## src/rtl/nvrs_pkg.sv

```systemverilog
// Shared types and constants for the NV21 bilinear resize-to-RGB pipeline.
// Used by nvrs_axis, nvrs_rgb and nv21_bilinear_resize_to_rgb; no dependencies.
package nvrs_pkg;

    localparam int OUT_SIZE_DEF    = 640;
    localparam int MAX_SRC_DIM_DEF = 4096;

    localparam int COORD_W = 10;
    localparam int PIX_W   = 8;
    localparam int IDX_W   = 12;
    localparam int CFG_W   = 13;
    localparam int CFG_IDX_W = 1;

    localparam logic [CFG_W-1:0] SRC_WIDTH_RST  = 13'd640;
    localparam logic [CFG_W-1:0] SRC_HEIGHT_RST = 13'd640;

    localparam int AXIS_LAT  = 5;
    localparam int RGB_LAT   = 4;
    localparam int TOTAL_LAT = AXIS_LAT + RGB_LAT;

    typedef enum logic [CFG_IDX_W-1:0] {
        REG_SRC_WIDTH  = 1'b0,
        REG_SRC_HEIGHT = 1'b1
    } t_cfg_reg;

    typedef struct packed {
        logic [PIX_W-1:0] y_top_left;
        logic [PIX_W-1:0] y_top_right;
        logic [PIX_W-1:0] y_bottom_left;
        logic [PIX_W-1:0] y_bottom_right;
        logic [PIX_W-1:0] v_sample;
        logic [PIX_W-1:0] u_sample;
    } t_smp;

    typedef struct packed {
        logic [COORD_W-1:0] out_x;
        logic [COORD_W-1:0] out_y;
        logic [PIX_W-1:0]   y_top_left;
        logic [PIX_W-1:0]   y_top_right;
        logic [PIX_W-1:0]   y_bottom_left;
        logic [PIX_W-1:0]   y_bottom_right;
        logic [PIX_W-1:0]   v_sample;
        logic [PIX_W-1:0]   u_sample;
    } t_pix_in;

    typedef struct packed {
        logic [IDX_W-1:0] src_col0;
        logic [IDX_W-1:0] src_col1;
        logic [IDX_W-1:0] src_row0;
        logic [IDX_W-1:0] src_row1;
        logic [IDX_W-1:0] chroma_col;
        logic [PIX_W-1:0] red;
        logic [PIX_W-1:0] green;
        logic [PIX_W-1:0] blue;
    } t_pix_out;

endpackage

```

## src/rtl/nvrs_axis.sv

```systemverilog
// Per-axis coordinate mapper: output coordinate to two source indices and a Q8 weight.
// Five register stages; division by OUT_SIZE is a reciprocal multiply with one correction.
// Depends on nvrs_pkg.
module nvrs_axis #(
    parameter int OUT_SIZE    = nvrs_pkg::OUT_SIZE_DEF,
    parameter int MAX_SRC_DIM = nvrs_pkg::MAX_SRC_DIM_DEF
) (
    input  logic                                    i_clk,
    input  logic                                    i_rst_n,
    input  logic                                    i_vld,
    input  logic [nvrs_pkg::COORD_W-1:0]            i_coord,
    input  logic [$clog2(MAX_SRC_DIM+1)-1:0]        i_size,
    output logic                                    o_vld,
    output logic [$clog2(MAX_SRC_DIM+1)-1:0]        o_i0,
    output logic [$clog2(MAX_SRC_DIM+1)-1:0]        o_i1,
    output logic [7:0]                              o_wt
);

    localparam int SW  = $clog2(MAX_SRC_DIM+1);
    localparam int OW  = nvrs_pkg::COORD_W;
    localparam int NW  = $clog2(OUT_SIZE+1);
    localparam int CMW = (NW > OW) ? NW : OW;
    localparam int PW  = OW + 1 + SW;
    localparam int XW  = PW + 7;
    localparam int FL  = NW - 1;
    localparam int QW  = XW - FL;
    localparam int AW  = QW - 8;
    localparam int CW2 = (AW > SW) ? AW : SW;
    localparam longint unsigned RECIP = (64'd1 << XW) / OUT_SIZE;
    localparam int MW  = $clog2(RECIP + 1);
    localparam int LAT = nvrs_pkg::AXIS_LAT;

    logic [LAT-1:0] r_vld;

    logic [PW-1:0] r1_p;
    logic [SW-1:0] r1_size;
    logic [QW-1:0] r2_q;
    logic [PW-1:0] r2_p;
    logic [SW-1:0] r2_size;
    logic [QW-1:0] r3_q;
    logic [PW-1:0] r3_p;
    logic [XW-1:0] r3_qn;
    logic [SW-1:0] r3_size;
    logic [QW-1:0] r4_num;
    logic [SW-1:0] r4_size;
    logic [SW-1:0] r5_i0;
    logic [SW-1:0] r5_i1;
    logic [7:0]    r5_wt;

    logic [OW-1:0]    oc;
    logic [OW:0]      odd;
    logic [PW-1:0]    n_p;
    logic [PW+MW-1:0] prod;
    logic [QW-1:0]    n_q;
    logic [XW-1:0]    n_qn;
    logic [XW-1:0]    rem;
    logic [QW-1:0]    n_num;
    logic [QW-1:0]    qq;
    logic [AW-1:0]    a_raw;
    logic [SW-1:0]    size_m1;
    logic [SW-1:0]    a_c;
    logic [SW-1:0]    n_i1;

    // Stage 1: saturate coordinate, form (2*o+1)*size
    always_comb begin
        if (CMW'(i_coord) > CMW'(OUT_SIZE - 1)) begin
            oc = OW'(OUT_SIZE - 1);
        end else begin
            oc = i_coord;
        end
        odd = {oc, 1'b1};
        n_p = PW'(odd) * PW'(i_size);
    end

    // Stage 2: reciprocal estimate, low by at most one
    always_comb begin
        prod = (PW+MW)'(r1_p) * (PW+MW)'(RECIP);
        n_q  = QW'(prod >> PW);
    end

    // Stage 3: back-multiply the estimate
    assign n_qn = XW'(r2_q) * XW'(OUT_SIZE);

    // Stage 4: correct by one where the remainder reaches the divisor
    always_comb begin
        rem   = {r3_p, 7'b0} - r3_qn;
        n_num = r3_q + QW'(rem >= XW'(OUT_SIZE));
    end

    // Stage 5: remove the half-pixel offset, split index and weight, clamp at the edge
    always_comb begin
        if (r4_num < QW'(128)) begin
            qq = '0;
        end else begin
            qq = r4_num - QW'(128);
        end
        a_raw   = qq[QW-1:8];
        size_m1 = r4_size - SW'(1);
        if (CW2'(a_raw) > CW2'(size_m1)) begin
            a_c = size_m1;
        end else begin
            a_c = SW'(a_raw);
        end
        if ((SW+1)'(a_c) + (SW+1)'(1) < (SW+1)'(r4_size)) begin
            n_i1 = a_c + SW'(1);
        end else begin
            n_i1 = size_m1;
        end
    end

    always_ff @(posedge i_clk) begin
        if (!i_rst_n) begin
            r_vld <= '0;
        end else begin
            r_vld <= {r_vld[LAT-2:0], i_vld};
        end
    end

    always_ff @(posedge i_clk) begin
        r1_p    <= n_p;
        r1_size <= i_size;
        r2_q    <= n_q;
        r2_p    <= r1_p;
        r2_size <= r1_size;
        r3_q    <= r2_q;
        r3_p    <= r2_p;
        r3_qn   <= n_qn;
        r3_size <= r2_size;
        r4_num  <= n_num;
        r4_size <= r3_size;
        r5_i0   <= a_c;
        r5_i1   <= n_i1;
        r5_wt   <= qq[7:0];
    end

    assign o_vld = r_vld[LAT-1];
    assign o_i0  = r5_i0;
    assign o_i1  = r5_i1;
    assign o_wt  = r5_wt;

    a_rem_bound: assert property (@(posedge i_clk) disable iff (!i_rst_n)
        r_vld[2] |-> ((XW+1)'(rem) < (XW+1)'(2 * OUT_SIZE)))
        else $error("reciprocal estimate off by more than one");

    a_nbr_step: assert property (@(posedge i_clk) disable iff (!i_rst_n)
        o_vld |-> ((o_i1 == o_i0) || ((SW+1)'(o_i1) == (SW+1)'(o_i0) + (SW+1)'(1))))
        else $error("neighbor index not adjacent");

endmodule

```

## src/rtl/nvrs_rgb.sv

```systemverilog
// Bilinear luma interpolation and BT.601 video-range YUV to RGB conversion.
// Four register stages. Depends on nvrs_pkg.
module nvrs_rgb (
    input  logic                        i_clk,
    input  logic                        i_rst_n,
    input  logic                        i_vld,
    input  nvrs_pkg::t_smp              i_smp,
    input  logic [7:0]                  i_wx,
    input  logic [7:0]                  i_wy,
    output logic                        o_vld,
    output logic [nvrs_pkg::PIX_W-1:0]  o_red,
    output logic [nvrs_pkg::PIX_W-1:0]  o_green,
    output logic [nvrs_pkg::PIX_W-1:0]  o_blue
);

    localparam int LAT = nvrs_pkg::RGB_LAT;

    logic [LAT-1:0] r_vld;

    logic [15:0] r1_top;
    logic [15:0] r1_bot;
    logic [7:0]  r1_wy;
    logic [7:0]  r1_v;
    logic [7:0]  r1_u;
    logic [7:0]  r2_lum;
    logic [7:0]  r2_v;
    logic [7:0]  r2_u;
    logic signed [17:0] r3_cc;
    logic signed [17:0] r3_p409;
    logic signed [17:0] r3_p100;
    logic signed [17:0] r3_p208;
    logic signed [17:0] r3_p516;
    logic [7:0]  r4_red;
    logic [7:0]  r4_green;
    logic [7:0]  r4_blue;

    logic [8:0]  inv_x;
    logic [16:0] n_top;
    logic [16:0] n_bot;
    logic [8:0]  inv_y;
    logic [24:0] lum_sum;
    logic signed [9:0]  lm;
    logic signed [8:0]  ev;
    logic signed [8:0]  du;
    logic signed [19:0] t_r;
    logic signed [19:0] t_g;
    logic signed [19:0] t_b;

    function automatic logic [7:0] sat8(input logic signed [19:0] t);
        logic signed [11:0] sh;
        sh = 12'(t >>> 8);
        if (t < 0) begin
            return 8'd0;
        end else if (sh > 12'sd255) begin
            return 8'd255;
        end else begin
            return sh[7:0];
        end
    endfunction

    // Stage 1: horizontal blend of both rows
    always_comb begin
        inv_x = 9'd256 - 9'(i_wx);
        n_top = 17'(i_smp.y_top_left) * 17'(inv_x) + 17'(i_smp.y_top_right) * 17'(i_wx);
        n_bot = 17'(i_smp.y_bottom_left) * 17'(inv_x)
              + 17'(i_smp.y_bottom_right) * 17'(i_wx);
    end

    // Stage 2: vertical blend, round Q16 down to 8 bits
    always_comb begin
        inv_y   = 9'd256 - 9'(r1_wy);
        lum_sum = 25'(r1_top) * 25'(inv_y) + 25'(r1_bot) * 25'(r1_wy) + 25'd32768;
    end

    // Stage 3: scale luma and chroma terms
    always_comb begin
        lm = $signed({2'b00, r2_lum}) - 10'sd16;
        ev = $signed({1'b0, r2_v}) - 9'sd128;
        du = $signed({1'b0, r2_u}) - 9'sd128;
    end

    // Stage 4: sum, shift and saturate each channel
    always_comb begin
        t_r = 20'(r3_cc) + 20'(r3_p409) + 20'sd128;
        t_g = 20'(r3_cc) - 20'(r3_p100) - 20'(r3_p208) + 20'sd128;
        t_b = 20'(r3_cc) + 20'(r3_p516) + 20'sd128;
    end

    always_ff @(posedge i_clk) begin
        if (!i_rst_n) begin
            r_vld <= '0;
        end else begin
            r_vld <= {r_vld[LAT-2:0], i_vld};
        end
    end

    always_ff @(posedge i_clk) begin
        r1_top   <= n_top[15:0];
        r1_bot   <= n_bot[15:0];
        r1_wy    <= i_wy;
        r1_v     <= i_smp.v_sample;
        r1_u     <= i_smp.u_sample;
        r2_lum   <= lum_sum[23:16];
        r2_v     <= r1_v;
        r2_u     <= r1_u;
        r3_cc    <= 18'(lm) * 18'sd298;
        r3_p409  <= 18'(ev) * 18'sd409;
        r3_p100  <= 18'(du) * 18'sd100;
        r3_p208  <= 18'(ev) * 18'sd208;
        r3_p516  <= 18'(du) * 18'sd516;
        r4_red   <= sat8(t_r);
        r4_green <= sat8(t_g);
        r4_blue  <= sat8(t_b);
    end

    assign o_vld   = r_vld[LAT-1];
    assign o_red   = r4_red;
    assign o_green = r4_green;
    assign o_blue  = r4_blue;

endmodule

```

## src/rtl/nv21_bilinear_resize_to_rgb.sv

```systemverilog
// NV21 bilinear resize to RGB, top level: config registers, axis mappers, color pipeline.
// Depends on nvrs_pkg, nvrs_axis and nvrs_rgb.
//
//   Channel   Direction  Handshake                     Beat
//   pixel in  in         start & !busy                 t_pix_in (coordinate + samples)
//   result    out        o_res_vld, one-cycle strobe   t_pix_out (fetch coords + RGB)
//   config    in         i_cfg_valid & o_cfg_ready     i_cfg_index, i_cfg_data
//
// One beat is taken every cycle; busy stays low.
// Data passes through the axis mappers (multiply, reciprocal multiply, back-multiply,
// correction, split), then through the interpolate/convert path.
// The receiver cannot stall, so the pipeline runs free; the valid bits ride with the data.
// Synchronous reset clears the valid bits and sets both sizes to 640.
module nv21_bilinear_resize_to_rgb #(
    parameter int OUT_SIZE    = nvrs_pkg::OUT_SIZE_DEF,
    parameter int MAX_SRC_DIM = nvrs_pkg::MAX_SRC_DIM_DEF
) (
    input  logic                                i_clk,
    input  logic                                i_rst_n,
    input  logic                                start,
    output logic                                busy,
    input  nvrs_pkg::t_pix_in                   i_pix,
    output logic                                o_res_vld,
    output nvrs_pkg::t_pix_out                  o_res,
    input  logic                                i_cfg_valid,
    output logic                                o_cfg_ready,
    input  logic [nvrs_pkg::CFG_IDX_W-1:0]      i_cfg_index,
    input  logic [nvrs_pkg::CFG_W-1:0]          i_cfg_data
);

    localparam int SW   = $clog2(MAX_SRC_DIM+1);
    localparam int CW   = nvrs_pkg::CFG_W;
    localparam int EW   = (SW > CW) ? SW : CW;
    localparam int IW   = nvrs_pkg::IDX_W;
    localparam int ALAT = nvrs_pkg::AXIS_LAT;
    localparam int RLAT = nvrs_pkg::RGB_LAT;

    typedef struct packed {
        logic [IW-1:0] col0;
        logic [IW-1:0] col1;
        logic [IW-1:0] row0;
        logic [IW-1:0] row1;
    } t_crd;

    logic [CW-1:0] r_src_width;
    logic [CW-1:0] r_src_height;

    nvrs_pkg::t_smp r_smp [ALAT];
    t_crd           r_crd [RLAT];

    logic           accept;
    logic [SW-1:0]  eff_w;
    logic [SW-1:0]  eff_h;
    nvrs_pkg::t_smp smp_in;
    logic           vld_x;
    logic           vld_y;
    logic [SW-1:0]  col0;
    logic [SW-1:0]  col1;
    logic [SW-1:0]  row0;
    logic [SW-1:0]  row1;
    logic [7:0]     wx;
    logic [7:0]     wy;
    t_crd           n_crd;
    logic           rgb_vld;
    logic [7:0]     red;
    logic [7:0]     green;
    logic [7:0]     blue;

    function automatic logic [SW-1:0] eff_size(input logic [CW-1:0] v);
        if (v == '0) begin
            return SW'(1);
        end else if (EW'(v) > EW'(MAX_SRC_DIM)) begin
            return SW'(MAX_SRC_DIM);
        end else begin
            return SW'(v);
        end
    endfunction

    assign busy        = 1'b0;
    assign o_cfg_ready = 1'b1;
    assign accept      = start && !busy;
    assign eff_w       = eff_size(r_src_width);
    assign eff_h       = eff_size(r_src_height);

    always_ff @(posedge i_clk) begin
        if (!i_rst_n) begin
            r_src_width  <= nvrs_pkg::SRC_WIDTH_RST;
            r_src_height <= nvrs_pkg::SRC_HEIGHT_RST;
        end else if (i_cfg_valid && o_cfg_ready) begin
            case (nvrs_pkg::t_cfg_reg'(i_cfg_index))
                nvrs_pkg::REG_SRC_WIDTH: begin
                    r_src_width <= i_cfg_data;
                end
                nvrs_pkg::REG_SRC_HEIGHT: begin
                    r_src_height <= i_cfg_data;
                end
                default: begin
                end
            endcase
        end
    end

    nvrs_axis #(
        .OUT_SIZE    (OUT_SIZE),
        .MAX_SRC_DIM (MAX_SRC_DIM)
    ) u_axis_x (
        .i_clk   (i_clk),
        .i_rst_n (i_rst_n),
        .i_vld   (accept),
        .i_coord (i_pix.out_x),
        .i_size  (eff_w),
        .o_vld   (vld_x),
        .o_i0    (col0),
        .o_i1    (col1),
        .o_wt    (wx)
    );

    nvrs_axis #(
        .OUT_SIZE    (OUT_SIZE),
        .MAX_SRC_DIM (MAX_SRC_DIM)
    ) u_axis_y (
        .i_clk   (i_clk),
        .i_rst_n (i_rst_n),
        .i_vld   (accept),
        .i_coord (i_pix.out_y),
        .i_size  (eff_h),
        .o_vld   (vld_y),
        .o_i0    (row0),
        .o_i1    (row1),
        .o_wt    (wy)
    );

    always_comb begin
        smp_in.y_top_left     = i_pix.y_top_left;
        smp_in.y_top_right    = i_pix.y_top_right;
        smp_in.y_bottom_left  = i_pix.y_bottom_left;
        smp_in.y_bottom_right = i_pix.y_bottom_right;
        smp_in.v_sample       = i_pix.v_sample;
        smp_in.u_sample       = i_pix.u_sample;
        n_crd.col0 = IW'(col0);
        n_crd.col1 = IW'(col1);
        n_crd.row0 = IW'(row0);
        n_crd.row1 = IW'(row1);
    end

    // Hold samples until the weights come out of the mappers, coords until RGB is ready
    always_ff @(posedge i_clk) begin
        r_smp[0] <= smp_in;
        for (int k = 1; k < ALAT; k++) begin
            r_smp[k] <= r_smp[k-1];
        end
        r_crd[0] <= n_crd;
        for (int k = 1; k < RLAT; k++) begin
            r_crd[k] <= r_crd[k-1];
        end
    end

    nvrs_rgb u_rgb (
        .i_clk   (i_clk),
        .i_rst_n (i_rst_n),
        .i_vld   (vld_x && vld_y),
        .i_smp   (r_smp[ALAT-1]),
        .i_wx    (wx),
        .i_wy    (wy),
        .o_vld   (rgb_vld),
        .o_red   (red),
        .o_green (green),
        .o_blue  (blue)
    );

    always_comb begin
        o_res.src_col0   = r_crd[RLAT-1].col0;
        o_res.src_col1   = r_crd[RLAT-1].col1;
        o_res.src_row0   = r_crd[RLAT-1].row0;
        o_res.src_row1   = r_crd[RLAT-1].row1;
        o_res.chroma_col = {r_crd[RLAT-1].col0[IW-1:1], 1'b0};
        o_res.red        = red;
        o_res.green      = green;
        o_res.blue       = blue;
    end

    assign o_res_vld = rgb_vld;

    a_beat_out: assert property (@(posedge i_clk) disable iff (!i_rst_n)
        accept |-> ##(nvrs_pkg::TOTAL_LAT) o_res_vld)
        else $error("accepted beat produced no result");

    a_no_phantom: assert property (@(posedge i_clk) disable iff (!i_rst_n)
        o_res_vld |-> $past(accept, nvrs_pkg::TOTAL_LAT))
        else $error("result without a matching input beat");

    a_axes_aligned: assert property (@(posedge i_clk) disable iff (!i_rst_n)
        vld_x == vld_y)
        else $error("axis mappers out of step");

endmodule

```

## config.mk

```make
export PLATFORM = sky130hd
export DESIGN_NAME = nv21_bilinear_resize_to_rgb
export DESIGN_NICKNAME = d
export VERILOG_FILES = /design/src/rtl/nvrs_pkg.sv /design/src/rtl/nvrs_axis.sv /design/src/rtl/nvrs_rgb.sv /design/src/rtl/nv21_bilinear_resize_to_rgb.sv
export SDC_FILE = /design/constraint.sdc
export NUM_CORES = 2
export LEC_CHECK = 0
export BUFFER_PORTS_ARGS = -buffer_cell sky130_fd_sc_hd__buf_2
export CELL_PAD_IN_SITES_DETAIL_PLACEMENT = 2
export CELL_PAD_IN_SITES_GLOBAL_PLACEMENT = 2
export CORE_UTILIZATION = 46
export CTS_CLUSTER_SIZE = 8
export DETAILED_ROUTE_END_ITERATION = 16
export PLACE_DENSITY = 0.95
export SYNTH_ARGS = -nofsm -noshare
export SYNTH_HDL_FRONTEND = slang
export SYNTH_SLANG_ARGS = --single-unit
```

## constraint.sdc

```tcl
create_clock -name i_clk -period 21.5 [get_ports i_clk]
set_clock_uncertainty 0.15 [all_clocks]
set_input_delay 1.075 -clock i_clk [delete_from_list [all_inputs] [get_ports i_clk]]
set_output_delay 1.075 -clock i_clk [all_outputs]
set_load 0.02 [all_outputs]
```

* After elaboration in Yosys (flattened, before gate mapping) *
Memory sizes are Yosys's and may differ from the RTL's.
Cells that the tools add are included.

storage, ports and cells
  register bits after elaboration = 716
  RAM bits = 432
  input port bits = 86
  output and inout bits = 87
  logic and storage cells = 135
  memories = 2

memory list
  memory  depth  width  read ports  clocked after Yosys merged registers in  wr ports  RTL line                           text
  r_smp   5      48     5           0                                        5         nv21_bilinear_resize_to_rgb.sv:48  nvrs_pkg::t_smp r_smp [ALAT];
  r_crd   4      48     4           0                                        4         nv21_bilinear_resize_to_rgb.sv:49  t_crd r_crd [RLAT];

operators by class
  add/sub/neg operators = 28
  multiply operators = 17
  magnitude comparators = 18
  muxes and demuxes = 15
  bitwise operators = 1
  reduce and logical (&&, ||, !) cells = 5

operators by type and width
  cell                    number
  $mul 24x22->46 const B  2
  $mux 13                 6
  $ge 31x10->1 const B    2
  $sub 31x31->31          2
  $lt 20x1->1 const B     3
  $mul 11x13->24          2
  $mul 22x3->24 const B   2
  $add 22x1->22           2
  $lt 22x8->1 const B     2
  $mux 22                 2
  $sub 22x8->22 const B   2
  $add 19x9->20 const B   2
  $add 18x18->19          2
  $gt 12x9->1 const B     3
  $add 16x16->16          2
  $mul 8x8->16            2
  $mul 8x9->16            2
  $add 13x1->14 const B   2
  $gt 14x13->1            2
  $lt 14x13->1            2
  $gt 13x13->1 const B    2
  $logic_not 13->1        2
  $sub 13x1->13 const B   2
  $add 12x1->12 const B   2
  other kinds (22)        30

* Depth between registers and ports, before layout *
  depth in word-level cells = 7
  mapped depth = 38
  mapped depth without buffers = 33

* By module *
A second synthesis with hierarchy kept.

second synthesis, totals
  cell total of the unflattened synthesis = 8290
  area total of the unflattened synthesis = 84119.4 um2

by module, submodules not included
  module                       instances  cells an instance  area an instance (um2)  seq. area each (um2)
  nvrs_rgb                     1          3031               28597.4                 3663.5
  nvrs_axis (u_axis_x)         1          2366               22975.8                 4964.8
  nvrs_axis (u_axis_y)         1          2294               22604.2                 4964.8
  nv21_bilinear_resize_to_rgb  1          599                9942.0                  9168.8

* Worst setup path after synthesis *
No wires, ideal clock.

  path kind = register -> register
  start = register u_axis_y.r4_num[9]
  end = register u_axis_y.r5_i1[2], in the netlist u_axis_y.o_i1[2]
  setup time = 0.121 ns
  arrival time = 7.192 ns
  path slack = 14.037 ns
  stages on the path, launching flop included = 37
  buffers on the path = 6
  cells stage by stage = dfxtp_1 or3_1 buf_2 or3_4 or4_1 buf_2 nor2_1 buf_4 clkbuf_1 a21oi_1 ha_1 nand2_1 a21oi_1 o21ai_0 a21oi_1 o41ai_1 nand2_1 buf_2 buf_1 o21ai_0 ha_1 nand4_1 mux2i_1 nand2_1 xnor2_1 inv_1 ha_1 nand4_1 nor2_1 a21oi_1 o211ai_1 a21o_1 a21o_1 a21oi_1 o41ai_1 a41oi_2 mux2_2

between the ends
  longest elaborated chain between the ends = 7
  elaborated cells between the ends (all ways) = 9

RTL lines
  what                                                 RTL line                          text
  from (decl)                                          nvrs_axis.sv:44                   logic [QW-1:0] r4_num;
  from (signal assigned)                               nvrs_axis.sv:129                  r4_num <= n_num;
  $sub 22x8->22 / $lt 22x8->1 (equally long branches)  nvrs_axis.sv:95, nvrs_axis.sv:92
  $mux 22 (*)                                          nvrs_axis.sv:92                   if (r4_num < QW'(128)) begin
  $gt 14x13->1                                         nvrs_axis.sv:99                   if (CW2'(a_raw) > CW2'(size_m1)) begin
  $mux 13 (*)                                          nvrs_axis.sv:99
  via u_axis_y.a_c[0]                                  nvrs_axis.sv:61                   logic [SW-1:0] a_c;
  $add 13x1->14                                        nvrs_axis.sv:104                  if ((SW+1)'(a_c) + (SW+1)'(1) < (SW+1)'(r4_size)) begin
  $lt 14x13->1                                         nvrs_axis.sv:104
  $mux 12 (*)                                          nvrs_axis.sv:104
  via u_axis_y.n_i1[2]                                 nvrs_axis.sv:62                   logic [SW-1:0] n_i1;
  to (signal assigned)                                 nvrs_axis.sv:132                  r5_i1 <= n_i1;
  to (decl)                                            nvrs_axis.sv:47                   logic [SW-1:0] r5_i1;

The timed path passes the listed nets; every way through them passes the cells marked *.
A chain may end at the register's enable or synchronous reset.

* Worst setup path in the final report *
Same ends and word-level chain as after synthesis.

==> run summary <==
Summed over all layers, the global routing overflow is 0. The final route contains 63,808 vias. After technology mapping, the gate count stands at 8,086. The initial antenna violation count was 19. Kind of capture point of the worst setup path: a flip-flop. The final hold violation count was 0. The startpoint of the worst register-to-register path was u_axis_y.r4_num[9]$_DFF_P_. Setup violations remaining at the end of the flow were counted as 0.

In the routed design, unresolved DRC markers number 0. The congestion estimate from routability-driven global placement came to 0.925. The total of hold buffers inserted after clock tree synthesis was 0; the remaining antenna violation count was 0. The top cell type by total area after synthesis is sky130_fd_sc_hd__dfxtp_1. Entering global routing, the biggest net connects 36 pins.

Detailed placement finished with a half-perimeter wire length of 249,000 um. Leading register cell type out of synthesis: sky130_fd_sc_hd__dfxtp_1. In this run the vertical extent of the chip is 426 um. Using the TritonRoute via totals, the vias-per-cell ratio works out to 5.96. For this run, the slowest stage of the critical path takes 0.91 ns.

The critical path is of the reg2reg type. Before antenna repair, the detailed router went through 6 iterations. The logs give 27.3% for the fraction of the yosys area taken by sequential cells and 78,282 for the via count of the first global-routing pass. TritonCTS built the clock tree. By count the netlist is led by 1,680 x sky130_fd_sc_hd__inv_1, 1,197 x sky130_fd_sc_hd__ha_1, 1,128 x sky130_fd_sc_hd__dfxtp_1.

STA puts the critical path data required time at 22.05 ns. The total of warnings raised by yosys was 0; the final setup TNS was 0 ns. The number of synthesized flops with an enable pin is 0. For the worst-skew pair, the clock arrives at the later sink with an insertion delay of 0.85 ns.

After clock tree synthesis, the repair step resized 0 gates. The post-CTS repair timing setup buffer count is 0. Of all nets on the critical path, the largest fanout is 14. The clock tree synthesis step divided the H-tree into 4 levels. The endpoint identified for the worst register-to-register timing path is u_axis_y.o_i1[2]$_DFF_P_. The clock net in this run drives a total of 1,128 sinks. For this block, the initial DRC count from the detailed router was 4,135.

The hold path depth was 0; the floorplan row count was 155. Port buffering added 169 buffers. Of the post-synthesis cell area, the dominant cell type holds 27.3%.

The most common cell in the synthesized netlist is sky130_fd_sc_hd__inv_1. The worst path needs 10.55 ns of the cycle, external delays included. Highest attainable clock frequency: 94.7 MHz.

Setup repair after global routing left no endpoint under its margin. The most numerous cell type found on the critical path is sky130_fd_sc_hd__o21ai_0. In the final layout, the share of cells above drive strength 1 is 5.30%.

The run gives 366,000 um as the total routed wirelength. The floorplan step defined a die boundary enclosing 181,000 um2. The maximum buffer depth of the clock tree is 3, and the total of fill cells in the finished design is 18,033. For the count of final max-slew check failures, the log shows 0. The initial utilization of the core area, before any placement, comes to 46.3%. The ratio of final minimum period to clock period is 49.1%, and the async set-or-reset flop fraction in the synthesized netlist is 0%.

The slew at the pin with the worst max-slew slack came out at 1.32 ns. Clock-pin slew was measured on the worst setup and hold paths at 0.06 ns. Setup slack on the worst reg-to-reg path comes out at 10.95 ns. The routed length per instance works out to 34.2 um. By area the synthesized netlist is led by sky130_fd_sc_hd__dfxtp_1 27%, sky130_fd_sc_hd__fa_1 26%, sky130_fd_sc_hd__ha_1 18%. The flow ran to the end, and the final reports show no timing, DRC or antenna violations.

The min-delay analysis places its worst path in the category reg2reg. Pin placement for this block handled 173 I/O pins. The first global-routing pass estimated 535,000 um of wire. The die is 426 um wide.

For the unique cell type count in the Yosys netlist, the log shows 83. The worst hold path begins at r_smp[0][39]$_DFF_P_. For this run, the total global-route usage over all layers was measured as 40.6%. From synthesis to final layout, the design area changed by 9.81%. The root buffer cell chosen for the clock tree is sky130_fd_sc_hd__clkbuf_16.

The capture endpoint of the worst hold path is r_smp[0][87]$_DFF_P_. Nature of the critical path startpoint: a flip-flop. Dividing the synthesized area by the synthesized cell count gives 10.2 um2.

Measured against its own limit, the worst slew margin works out to 11.6%. The post-synthesis register bit count was 1,128; the count of max-cap constraint violations was 0. Post-synthesis cell area: 82,600 um2.

For the worst flop-to-flop path, the logic depth is 31. At the end of the flow, the number of nets in the layout was 10,661. Area of the core: 178,000 um2. For the worst setup path, the data arrival time is 11.11 ns. The tools report the number of buffers created by CTS as 164. The standard cell with the maximum stage delay on the critical path is sky130_fd_sc_hd__o41ai_1.
-- per-layer routing --
metal  vias to the layer above  wire length, um  global-route usage [%]  share of wire (%)
met5                         -              129                       0              0.035
met4                        22            38100                    36.2                 10
met3                      2048            22600                    9.83                6.2
met2                      3463           187000                    72.3                 51
met1                     32613           118000                    38.7                 32
li1                      25662                -                       -                  -
-- worst max-delay path: cells and delay by family, from the launching register on --
kind                       cells  cell delay (ns)
AOI/OAI and AO/OA             13             4.30
and+or+nand+nor               10             3.22
adders and majority gates      3             0.86
muxes                          2             0.83
buffers and inverters          2             0.40
DFF                            1             0.34
xor gates and xnor gates       1             0.31
-- worst max path at each step --
stage	start	endpoint	cells after the start
floorplan	u_axis_y.r4_num[9]$_DFF_P_	u_axis_y.o_i1[2]$_DFF_P_	36
global placement	u_axis_y.r4_num[9]$_DFF_P_	u_axis_y.o_i1[2]$_DFF_P_	32
detailed placement	u_axis_y.r4_num[9]$_DFF_P_	u_axis_y.o_i1[2]$_DFF_P_	32
CTS	u_axis_y.r4_num[9]$_DFF_P_	u_axis_y.o_i1[2]$_DFF_P_	31
global route	u_axis_y.r4_num[9]$_DFF_P_	u_axis_y.o_i1[2]$_DFF_P_	31
finish	u_axis_y.r4_num[9]$_DFF_P_	u_axis_y.o_i1[2]$_DFF_P_	31
-- placed cells by master (no fill, tap or decap), types with 26 or more instances in the layout --
cell type	instances
sky130_fd_sc_hd__a21boi_0	36
sky130_fd_sc_hd__a21o_1	69
sky130_fd_sc_hd__a21oi_1	237
sky130_fd_sc_hd__and2_1	354
sky130_fd_sc_hd__buf_2	169
sky130_fd_sc_hd__clkbuf_16	165
sky130_fd_sc_hd__dfxtp_1	1128
sky130_fd_sc_hd__fa_1	1065
sky130_fd_sc_hd__ha_1	1197
sky130_fd_sc_hd__inv_1	1680
sky130_fd_sc_hd__mux2i_1	46
sky130_fd_sc_hd__nand2_1	567
sky130_fd_sc_hd__nand2b_1	73
sky130_fd_sc_hd__nand3_1	79
sky130_fd_sc_hd__nand4_1	36
sky130_fd_sc_hd__nor2_1	343
sky130_fd_sc_hd__nor2b_1	63
sky130_fd_sc_hd__nor3_1	94
sky130_fd_sc_hd__nor4_1	26
sky130_fd_sc_hd__o21a_1	64
sky130_fd_sc_hd__o21ai_0	125
sky130_fd_sc_hd__o21bai_1	31
sky130_fd_sc_hd__or3_1	31
sky130_fd_sc_hd__xnor2_1	248
sky130_fd_sc_hd__xor2_1	99
-- sequential cells by signal, indices dropped and copies added (netlist names), 24 cells and up --
register / cells
r_smp: 240
r_crd: 192
u_axis_x.r1_p: 24
u_axis_x.r2_p: 24
u_axis_x.r3_p: 24
u_axis_y.r1_p: 24
u_axis_y.r2_p: 24
u_axis_y.r3_p: 24
-- cells by family (layout without fill, tap and decap cells) --
logic type / after synthesis / in the layout / synth area share [%]
adders and majority gates: 2262 / 2262 / 43.9
buffers and inverters: 1819 / 2079 / 8.36
and+or+nand+nor: 1745 / 1745 / 10.3
DFF: 1128 / 1128 / 27.3
AOI/OAI and AO/OA: 722 / 722 / 5.62
xor gates and xnor gates: 350 / 350 / 3.71
muxes: 58 / 58 / 0.725
other: 2 / 6 / 0.00909
-- layout make-up --
cell class	instances	area (um2)	area share, %
diodes	3	7.51	0.00828
repair buffers	194	1030	1.14
clock inverters	23	444	0.490
flip-flops and latches	1128	22600	24.9
multi-input cells	5140	53100	58.6
well taps	2355	2950	3.25
clock buffers	177	4220	4.66
inverters	1685	6320	6.97
-- stage by stage --
stage | instance area [um2] | util, % | std cells | worst slack, ns | hold WS, ns
2_1_floorplan | 82600 | - | 8087 | 14.04 | 0.160
3_3_place_gp | 86000 | 48.2 | 10502 | 12.21 | 0.160
3_5_place_dp | 86000 | 48.2 | 10502 | 11.92 | 0.163
4_1_cts | 90700 | 50.8 | 10702 | 11.21 | 0.117
5_1_grt | 90700 | 50.8 | 10703 | 10.57 | 0.147
6_report | 90700 | 50.8 | 10705 | 10.95 | 0.136
Power is not shown: default switching activity piles up to over one toggle a cycle in this logic, so the estimate is an artifact.
